## src/design/fixed_slot_pool_allocator_macros.svh

```systemverilog
// Assertion macros shared by the pool allocator.
`ifndef FIXED_SLOT_POOL_ALLOCATOR_MACROS_SVH
`define FIXED_SLOT_POOL_ALLOCATOR_MACROS_SVH

`ifndef ASSERT_OFF

// Same-cycle implication, disabled in reset.
`define FSPA_ASSERT_IMPLY(label, clk, rst_n, ante, cons) \
  label: assert property (@(posedge clk) disable iff (!rst_n) (ante) |-> (cons)) \
    else $error("pool allocator assertion failed");

// Next-cycle implication, disabled in reset.
`define FSPA_ASSERT_NEXT(label, clk, rst_n, ante, cons) \
  label: assert property (@(posedge clk) disable iff (!rst_n) (ante) |=> (cons)) \
    else $error("pool allocator assertion failed");

`else

`define FSPA_ASSERT_IMPLY(label, clk, rst_n, ante, cons)
`define FSPA_ASSERT_NEXT(label, clk, rst_n, ante, cons)

`endif

`endif

```

## src/design/fspa_pkg.sv

```systemverilog
package fspa_pkg;

  localparam int unsigned IdxFieldW   = 6;
  localparam int unsigned CountFieldW = 7;
  localparam int unsigned StatusW     = 2;

  localparam logic [StatusW-1:0] STATUS_OK       = 2'd0;
  localparam logic [StatusW-1:0] STATUS_EMPTY    = 2'd1;
  localparam logic [StatusW-1:0] STATUS_NOT_USED = 2'd2;

  localparam logic ACTION_GET    = 1'b0;
  localparam logic ACTION_RETURN = 1'b1;

  typedef enum logic {
    ST_IDLE,
    ST_EXEC
  } state_e;

  // Memory strobes from the sequencer to the slot store.
  typedef struct packed {
    logic rd_en;
    logic link_we;
    logic used_we;
    logic used_wdata;
  } mem_ctrl_t;

  typedef struct packed {
    logic [StatusW-1:0]     status;
    logic [IdxFieldW-1:0]   granted_slot;
    logic [CountFieldW-1:0] free_count;
    logic                   none_in_use;
  } result_t;

endpackage

```

## src/design/fspa_store.sv

```systemverilog
module fspa_store #(
  parameter int unsigned SLOTS = 64,
  parameter int unsigned IW    = (SLOTS > 1) ? $clog2(SLOTS) : 1
) (
  input  logic               clk_i,
  input  fspa_pkg::mem_ctrl_t mem_i,
  input  logic [IW-1:0]      link_raddr_i,
  input  logic [IW-1:0]      link_waddr_i,
  input  logic [IW:0]        link_wdata_i,
  output logic [IW:0]        link_rdata_o,
  input  logic [IW-1:0]      used_raddr_i,
  input  logic [IW-1:0]      used_waddr_i,
  output logic               used_rdata_o
);
  import fspa_pkg::*;

  // Next link of each recycled free slot; MSB set means end of list.
  logic [IW:0] link_mem [SLOTS];
  logic        used_mem [SLOTS];

  always_ff @(posedge clk_i) begin
    if (mem_i.link_we) begin
      link_mem[link_waddr_i] <= link_wdata_i;
    end
    if (mem_i.rd_en) begin
      link_rdata_o <= link_mem[link_raddr_i];
    end
  end

  always_ff @(posedge clk_i) begin
    if (mem_i.used_we) begin
      used_mem[used_waddr_i] <= mem_i.used_wdata;
    end
    if (mem_i.rd_en) begin
      used_rdata_o <= used_mem[used_raddr_i];
    end
  end

endmodule

```

## src/design/fspa_ctrl.sv

```systemverilog
`include "fixed_slot_pool_allocator_macros.svh"

module fspa_ctrl #(
  parameter int unsigned SLOTS = 64,
  parameter int unsigned IW    = (SLOTS > 1) ? $clog2(SLOTS) : 1,
  parameter int unsigned CW    = $clog2(SLOTS + 1)
) (
  input  logic                clk_i,
  input  logic                rst_ni,
  input  logic                in_valid_i,
  output logic                in_stall_o,
  input  logic                action_i,
  input  logic [5:0]          slot_index_i,
  output logic                res_valid_o,
  input  logic                res_ready_i,
  output fspa_pkg::result_t   res_o,
  output fspa_pkg::mem_ctrl_t mem_o,
  output logic [IW-1:0]       link_raddr_o,
  output logic [IW-1:0]       link_waddr_o,
  output logic [IW:0]         link_wdata_o,
  input  logic [IW:0]         link_rdata_i,
  output logic [IW-1:0]       used_raddr_o,
  output logic [IW-1:0]       used_waddr_o,
  input  logic                used_rdata_i
);
  import fspa_pkg::*;

  localparam int unsigned CMPW = (CW > IdxFieldW) ? CW : IdxFieldW;

  state_e         state_q, state_d;
  logic [IW:0]    rec_head_q, rec_head_d;     // head of recycled free slots
  logic [CW-1:0]  fresh_q, fresh_d;           // first slot never handed out
  logic [CW-1:0]  free_total_q, free_total_d;
  logic           action_q;
  logic [5:0]     idx_q;
  logic [IW-1:0]  idx_addr;
  logic [IW-1:0]  grant_addr;
  logic           in_use;

  always_ff @(posedge clk_i or negedge rst_ni) begin
    if (!rst_ni) begin
      state_q      <= ST_IDLE;
      rec_head_q   <= {1'b1, {IW{1'b0}}};
      fresh_q      <= '0;
      free_total_q <= CW'(SLOTS);
    end else begin
      state_q      <= state_d;
      rec_head_q   <= rec_head_d;
      fresh_q      <= fresh_d;
      free_total_q <= free_total_d;
    end
  end

  always_ff @(posedge clk_i) begin
    if (in_valid_i && state_q == ST_IDLE) begin
      action_q <= action_i;
      idx_q    <= slot_index_i;
    end
  end

  assign in_stall_o   = (state_q != ST_IDLE);
  assign res_valid_o  = (state_q == ST_EXEC);
  assign idx_addr     = IW'({{IW{1'b0}}, idx_q});
  assign link_raddr_o = rec_head_q[IW-1:0];
  assign used_raddr_o = IW'({{IW{1'b0}}, slot_index_i});
  assign link_waddr_o = idx_addr;
  assign link_wdata_o = rec_head_q;
  assign grant_addr   = rec_head_q[IW] ? fresh_q[IW-1:0] : rec_head_q[IW-1:0];
  // Slots at or past the fresh pointer were never granted, so never in use.
  assign in_use       = (CMPW'(idx_q) < CMPW'(fresh_q)) && used_rdata_i;

  always_comb begin
    state_d      = state_q;
    rec_head_d   = rec_head_q;
    fresh_d      = fresh_q;
    free_total_d = free_total_q;
    mem_o        = '0;
    used_waddr_o = idx_addr;
    res_o.status = STATUS_OK;
    res_o.granted_slot = '0;

    unique case (state_q)
      ST_IDLE: begin
        if (in_valid_i) begin
          mem_o.rd_en = 1'b1;
          state_d     = ST_EXEC;
        end
      end
      ST_EXEC: begin
        if (action_q == ACTION_GET) begin
          if (!rec_head_q[IW] || (fresh_q < CW'(SLOTS))) begin
            res_o.granted_slot = IdxFieldW'(grant_addr);
            used_waddr_o       = grant_addr;
            mem_o.used_wdata   = 1'b1;
            if (res_ready_i) begin
              mem_o.used_we = 1'b1;
              free_total_d  = free_total_q - CW'(1);
              if (rec_head_q[IW]) begin
                fresh_d = fresh_q + CW'(1);
              end else begin
                rec_head_d = link_rdata_i;
              end
            end
          end else begin
            res_o.status = STATUS_EMPTY;
          end
        end else begin
          if (in_use) begin
            if (res_ready_i) begin
              mem_o.link_we = 1'b1;
              mem_o.used_we = 1'b1;
              rec_head_d    = {1'b0, idx_addr};
              free_total_d  = free_total_q + CW'(1);
            end
          end else begin
            res_o.status = STATUS_NOT_USED;
          end
        end
        if (res_ready_i) begin
          state_d = ST_IDLE;
        end
      end
      default: state_d = ST_IDLE;
    endcase

    res_o.free_count  = CountFieldW'(free_total_d);
    res_o.none_in_use = (free_total_d == CW'(SLOTS));
  end

  `FSPA_ASSERT_IMPLY(a_count_bound, clk_i, rst_ni, 1'b1, free_total_q <= CW'(SLOTS))
  `FSPA_ASSERT_IMPLY(a_recycled_counted, clk_i, rst_ni, !rec_head_q[IW],
                     ({1'b0, free_total_q} + {1'b0, fresh_q}) > (CW+1)'(SLOTS))
  `FSPA_ASSERT_NEXT(a_accept_exec, clk_i, rst_ni, state_q == ST_IDLE && in_valid_i,
                    state_q == ST_EXEC)
  `FSPA_ASSERT_NEXT(a_exec_done, clk_i, rst_ni, state_q == ST_EXEC && res_ready_i,
                    state_q == ST_IDLE)

endmodule

```

## src/design/fixed_slot_pool_allocator.sv

```systemverilog
// Fixed-slot pool allocator: hands out and takes back slot indices of a pool of
// SLOTS slots. A get beat (action 0) pops the most recently returned free slot,
// or, if none was returned, the lowest slot never handed out, so that after reset
// slots come out 0, 1, 2 and so on; an empty pool answers status 1. A return beat
// (action 1) frees slot_index if it is in use, else answers status 2 and changes
// nothing. Every beat yields exactly one result beat with the free count and
// whether no slot is in use. An item is a single read-modify-write pass through the
// link and in-use memories: the idle state accepts it and starts their synchronous
// reads, then the exec state updates them and loads the output register. A stalled
// output holds the exec state only while the output register is still full, and no
// new beat is accepted before exec ends. No clearing pass runs after reset: a
// fresh-slot pointer marks the part of the pool that was never touched.
module fixed_slot_pool_allocator #(
  parameter int unsigned SLOTS = 64
) (
  input  logic       clk_i,
  input  logic       rst_ni,
  input  logic       in_valid_i,
  output logic       in_stall_o,
  input  logic       action_i,
  input  logic [5:0] slot_index_i,
  output logic       out_valid_o,
  input  logic       out_stall_i,
  output logic [1:0] status_o,
  output logic [5:0] granted_slot_o,
  output logic [6:0] free_count_o,
  output logic       none_in_use_o
);
  import fspa_pkg::*;

  localparam int unsigned IW = (SLOTS > 1) ? $clog2(SLOTS) : 1;
  localparam int unsigned CW = $clog2(SLOTS + 1);

  mem_ctrl_t     mem;
  result_t       res, out_q;
  logic          res_valid, res_ready;
  logic          out_valid_q;
  logic [IW-1:0] link_raddr, link_waddr, used_raddr, used_waddr;
  logic [IW:0]   link_wdata, link_rdata;
  logic          used_rdata;

  // The output register is free when empty or when its beat leaves now.
  assign res_ready = !out_valid_q || !out_stall_i;

  fspa_ctrl #(
    .SLOTS(SLOTS),
    .IW   (IW),
    .CW   (CW)
  ) u_ctrl (
    .clk_i       (clk_i),
    .rst_ni      (rst_ni),
    .in_valid_i  (in_valid_i),
    .in_stall_o  (in_stall_o),
    .action_i    (action_i),
    .slot_index_i(slot_index_i),
    .res_valid_o (res_valid),
    .res_ready_i (res_ready),
    .res_o       (res),
    .mem_o       (mem),
    .link_raddr_o(link_raddr),
    .link_waddr_o(link_waddr),
    .link_wdata_o(link_wdata),
    .link_rdata_i(link_rdata),
    .used_raddr_o(used_raddr),
    .used_waddr_o(used_waddr),
    .used_rdata_i(used_rdata)
  );

  fspa_store #(
    .SLOTS(SLOTS),
    .IW   (IW)
  ) u_store (
    .clk_i       (clk_i),
    .mem_i       (mem),
    .link_raddr_i(link_raddr),
    .link_waddr_i(link_waddr),
    .link_wdata_i(link_wdata),
    .link_rdata_o(link_rdata),
    .used_raddr_i(used_raddr),
    .used_waddr_i(used_waddr),
    .used_rdata_o(used_rdata)
  );

  // Output register: valid is control state, the payload needs no reset.
  always_ff @(posedge clk_i or negedge rst_ni) begin
    if (!rst_ni) begin
      out_valid_q <= 1'b0;
    end else if (res_ready) begin
      out_valid_q <= res_valid;
    end
  end

  always_ff @(posedge clk_i) begin
    if (res_ready && res_valid) begin
      out_q <= res;
    end
  end

  assign out_valid_o    = out_valid_q;
  assign status_o       = out_q.status;
  assign granted_slot_o = out_q.granted_slot;
  assign free_count_o   = out_q.free_count;
  assign none_in_use_o  = out_q.none_in_use;

endmodule
```

## config.mk

```make
export PLATFORM = sky130hd
export DESIGN_NAME = fixed_slot_pool_allocator
export DESIGN_NICKNAME = d
export VERILOG_FILES = /design/src/design/fspa_pkg.sv /design/src/design/fspa_store.sv /design/src/design/fspa_ctrl.sv /design/src/design/fixed_slot_pool_allocator.sv
export VERILOG_INCLUDE_DIRS = /design/src /design/src/design
export SDC_FILE = /design/constraint.sdc
export NUM_CORES = 1
export LEC_CHECK = 0
export BUFFER_PORTS_ARGS = -buffer_cell sky130_fd_sc_hd__clkbuf_2
export CAP_MARGIN = 20
export CELL_PAD_IN_SITES_DETAIL_PLACEMENT = 1
export CELL_PAD_IN_SITES_GLOBAL_PLACEMENT = 2
export CORE_MARGIN = 4
export CORE_UTILIZATION = 45
export DETAILED_ROUTE_END_ITERATION = 10
export PLACE_DENSITY = 0.74
export SLEW_MARGIN = 20
export SYNTH_ARGS = -nofsm -noshare
export SYNTH_HDL_FRONTEND = slang
export SYNTH_SLANG_ARGS = --single-unit
```

## constraint.sdc

```tcl
create_clock -name clk_i -period 3.4 [get_ports clk_i]
set_input_delay 0.51 -clock clk_i [delete_from_list [all_inputs] [get_ports clk_i]]
set_output_delay 0.51 -clock clk_i [all_outputs]
set_load 0.1 [all_outputs]
```

==> results.json <==
{
  "final_max_slew_viol_count": 0,
  "portBuffers": 28,
  "outcome": "completed",
  "nets": 1284,
  "synth_fa_ha_area_frac": 0.00442,
  "max_slew.worst_pin.slew_ns": 0.890,
  "overflow": 0,
  "period_share": 0.899,
  "cp.required_ns": 3.70,
  "cts_made_buffers": 58,
  "ios": 29,
  "wl_um": 51700,
  "yosysSeqAreaShare": 0.745,
  "die_h_um": 232,
  "timing.rr.start": "u_ctrl.fresh_q[2]$_DFFE_PN0P_",
  "synth-simple-area-share": 0.0494,
  "first_iter_violations": 1086,
  "dp_hpwl_um": 32600,
  "synth_area_leaders": "edfxtp_1 72%, mux4_2 16%, nor2_1 2.7%",
  "setup_ws_ns": 0.342,
  "maxSlewHeadroom": 0.407,
  "synth_edf_count": 543,
  "grt_usage": 0.196,
  "cts_setup_buffers": 0,
  "syn_inst": 1138,
  "ys_seq_elements": 566,
  "n_fill_cell": 4425,
  "synth.avg_cell_area_um2": 19.9,
  "coreArea_um2": 49400,
  "worstSetupPathType": "flop to flop",
  "die_area_um2": 54000,
  "grt_pass1_wl_um": 79000,
  "drt_pre_antenna_iters": 4,
  "cts_root_buffer": "clkbuf_16",
  "startpoint_type": "flop",
  "hold_viol": 0,
  "cts_tree": "yes",
  "cts_max_path_buffers": 3,
  "grt_pass1_vias": 12100,
  "synthArstFlopShare": 0.0406,
  "ir_drop_uv": 524,
  "grt_max_degree": 87,
  "synth_area_um2": 22700,
  "hold_class": "primary input to flop",
  "antenna_left": 0,
  "multi_input_area_um2": 5460,
  "synth.net_count": 1157,
  "synth_top_family_by_area": "multiplexers",
  "cts.sinks": 566,
  "worstSetupStartpoint": "u_ctrl.fresh_q[2]$_DFFE_PN0P_",
  "antenna_cells": 0,
  "clkTransAtPathRegs_ns": 0.07,
  "layout_min_cycle_time_ns": 3.06,
  "clk_latency_ns": 0.61,
  "critPathArrivalTime_ns": 3.36,
  "crit_path_max_fanout": 8,
  "setup_viol": 0,
  "fin_cells": 1975,
  "whs_ns": 0.0750,
  "vias_per_cell": 5.69,
  "p_leak_nw": 8.36,
  "synth_cell_types": 51,
  "initial_core_util": 0.459,
  "synth_flop_cell": "edfxtp_1",
  "synth-xor-area-share": 0.00425,
  "routedWlPerCell_um": 26.2,
  "syn2layout_area_growth_pct": 14.8,
  "skew_ns": 0.0219,
  "cts.htree.levels": 2,
  "total_power_mw": 20.4,
  "drive_above_1_share": 0.294,
  "seq_area_um2": 16900,
  "vias": 11200,
  "synth_top_area_frac": 0.720,
  "synth-compound-area-share": 0.0208,
  "fin_tns_setup_ns": 0,
  "end_kind": "flop",
  "rrSetupSlack_ns": 0.34,
  "maxCapViolCount": 0,
  "die_w_um": 232,
  "num_rows": 81,
  "post-place-ws_ns": 0.308,
  "place_inst": 1868,
  "hp-start": "action_i",
  "synth_top_cell_by_area": "edfxtp_1",
  "fmax_mhz": 327,
  "routabilityCongestion": 0.764,
  "drcViolationCount": 0,
  "synth.area.mux_share": 0.162,
  "antenna_found_initial": 1,
  "p_per_area_nw_per_um2": 785,
  "rsz0062_at_grt": "no",
  "yosys_warnings": 0
}
==> repair_timing <==
item,in CTS,in global routing
hold endpoints to repair,21,0
resized for setup,0,0
hold buffers,1,0
==> cell families after synthesis <==
family / Yosys count
AOI/OAI and AO/OA: 61
and+or+nand+nor: 253
buffers and inverters: 73
adders and majority gates: 8
xor gates and xnor gates: 11
muxes: 166
DFF: 566
==> cells in the mapped netlist (2+ instances only) <==
| library cell | instances |
|---|---|
| o21ai_0 | 6 |
| mux2i_1 | 5 |
| nand3b_1 | 4 |
| edfxtp_1 | 543 |
| a21oi_1 | 12 |
| nand4_1 | 6 |
| or3_1 | 4 |
| buf_4 | 2 |
| buf_1 | 10 |
| clkbuf_1 | 27 |
| nand3_1 | 7 |
| and3_1 | 3 |
| or3b_2 | 3 |
| a31oi_4 | 2 |
| mux4_2 | 161 |
| dfrtp_1 | 21 |
| xnor2_1 | 7 |
| buf_2 | 16 |
| and2_1 | 4 |
| a21boi_0 | 2 |
| buf_6 | 2 |
| nand4b_1 | 3 |
| nor3_1 | 7 |
| ha_1 | 8 |
| nor2b_1 | 3 |
| inv_1 | 16 |
| a31o_2 | 2 |
| nand2b_1 | 7 |
| nor2_1 | 160 |
| dfstp_2 | 2 |
| o21a_1 | 2 |
| xor2_1 | 4 |
| a22oi_1 | 17 |
| o22ai_1 | 7 |
| nand2_1 | 36 |
| a21o_1 | 2 |
==> per-layer routing <==
metal,track usage,share of wire,vias up
met1,0.278,0.43,6042
met4,0.0448,0.020,2
li1,-,-,4868
met2,0.321,0.50,255
met5,0,0.00025,-
met3,0.0367,0.048,79
==> critical path: stages, from the launching register on <==
cell and delay, ns:
dfrtp_1 0.43, inv_1 0.07, ha_1 0.32, a21o_1 0.20
a31oi_4 0.19, o211a_4 0.23, nand2_1 0.17, or3_1 0.70
nor2_1 0.24, buf_4 0.20
==> power breakdown <==
| part | internal (mW) | switching, mW |
|---|---|---|
| clock network | 3.47 | 2.58 |
| registers | 8.67 | 0.333 |
| logic | 2.18 | 3.18 |
==> final cells by class <==
cell class,instances,share of cell area
clock buffer,71,0.0601
sequential,566,0.649
multi-input combinational,499,0.210
tap,664,0.0319
clock inverter,35,0.00928
inverter,16,0.00231
timing repair buffer,124,0.0370
==> through the flow <==
stage | area (um2) | util
finish | 26000 | 0.527
global route | 26000 | 0.527
CTS | 26000 | 0.527
detailed placement | 24200 | 0.490
global placement | 24200 | 0.490
floorplan | 22700 | -
==> layout by cell type, fill, tap and decap left out, types with 8 or more instances in the layout <==
master	instances
buf_4	87
clkinv_1	17
a21oi_1	12
nor2_1	160
dfrtp_1	15
nand2_1	36
a22oi_1	17
buf_12	8
edfxtp_1	543
clkbuf_16	61
inv_1	15
clkbuf_2	28
mux4_2	161
ha_1	8
clkbuf_1	10
clkinv_2	11
==> registers in the layout, summed over array words and instances, names as in the netlist, 2 cells and up <==
signal,flops
u_ctrl.free_total_q,7
u_ctrl.link_waddr_o,6
status_o,2
u_ctrl.link_wdata_o,7
granted_slot_o,6
u_store.link_rdata_o,7
u_ctrl.fresh_q,7
free_count_o,7
u_store.used_mem,64
u_store.link_mem,448
==> worst paths after layout <==
| kind | end | cells after the start |
|---|---|---|
| setup / recovery | u_store.link_mem[10][6]$_DFFE_PP_ | 9 |
| hold / removal | u_ctrl.action_q$_DFFE_PP_ | 1 |
| setup reg to reg | u_store.link_mem[10][6]$_DFFE_PP_ | 9 |
| hold reg to reg | u_ctrl.fresh_q[3]$_DFFE_PN0P_ | 1 |
| max in group asynchronous | u_ctrl.link_wdata_o[1]$_DFFE_PN0P_ | 2 |
| min in group asynchronous | u_ctrl.in_stall_o$_DFF_PN0_ | 2 |
Note: power is estimated with default switching activity, not from simulation.
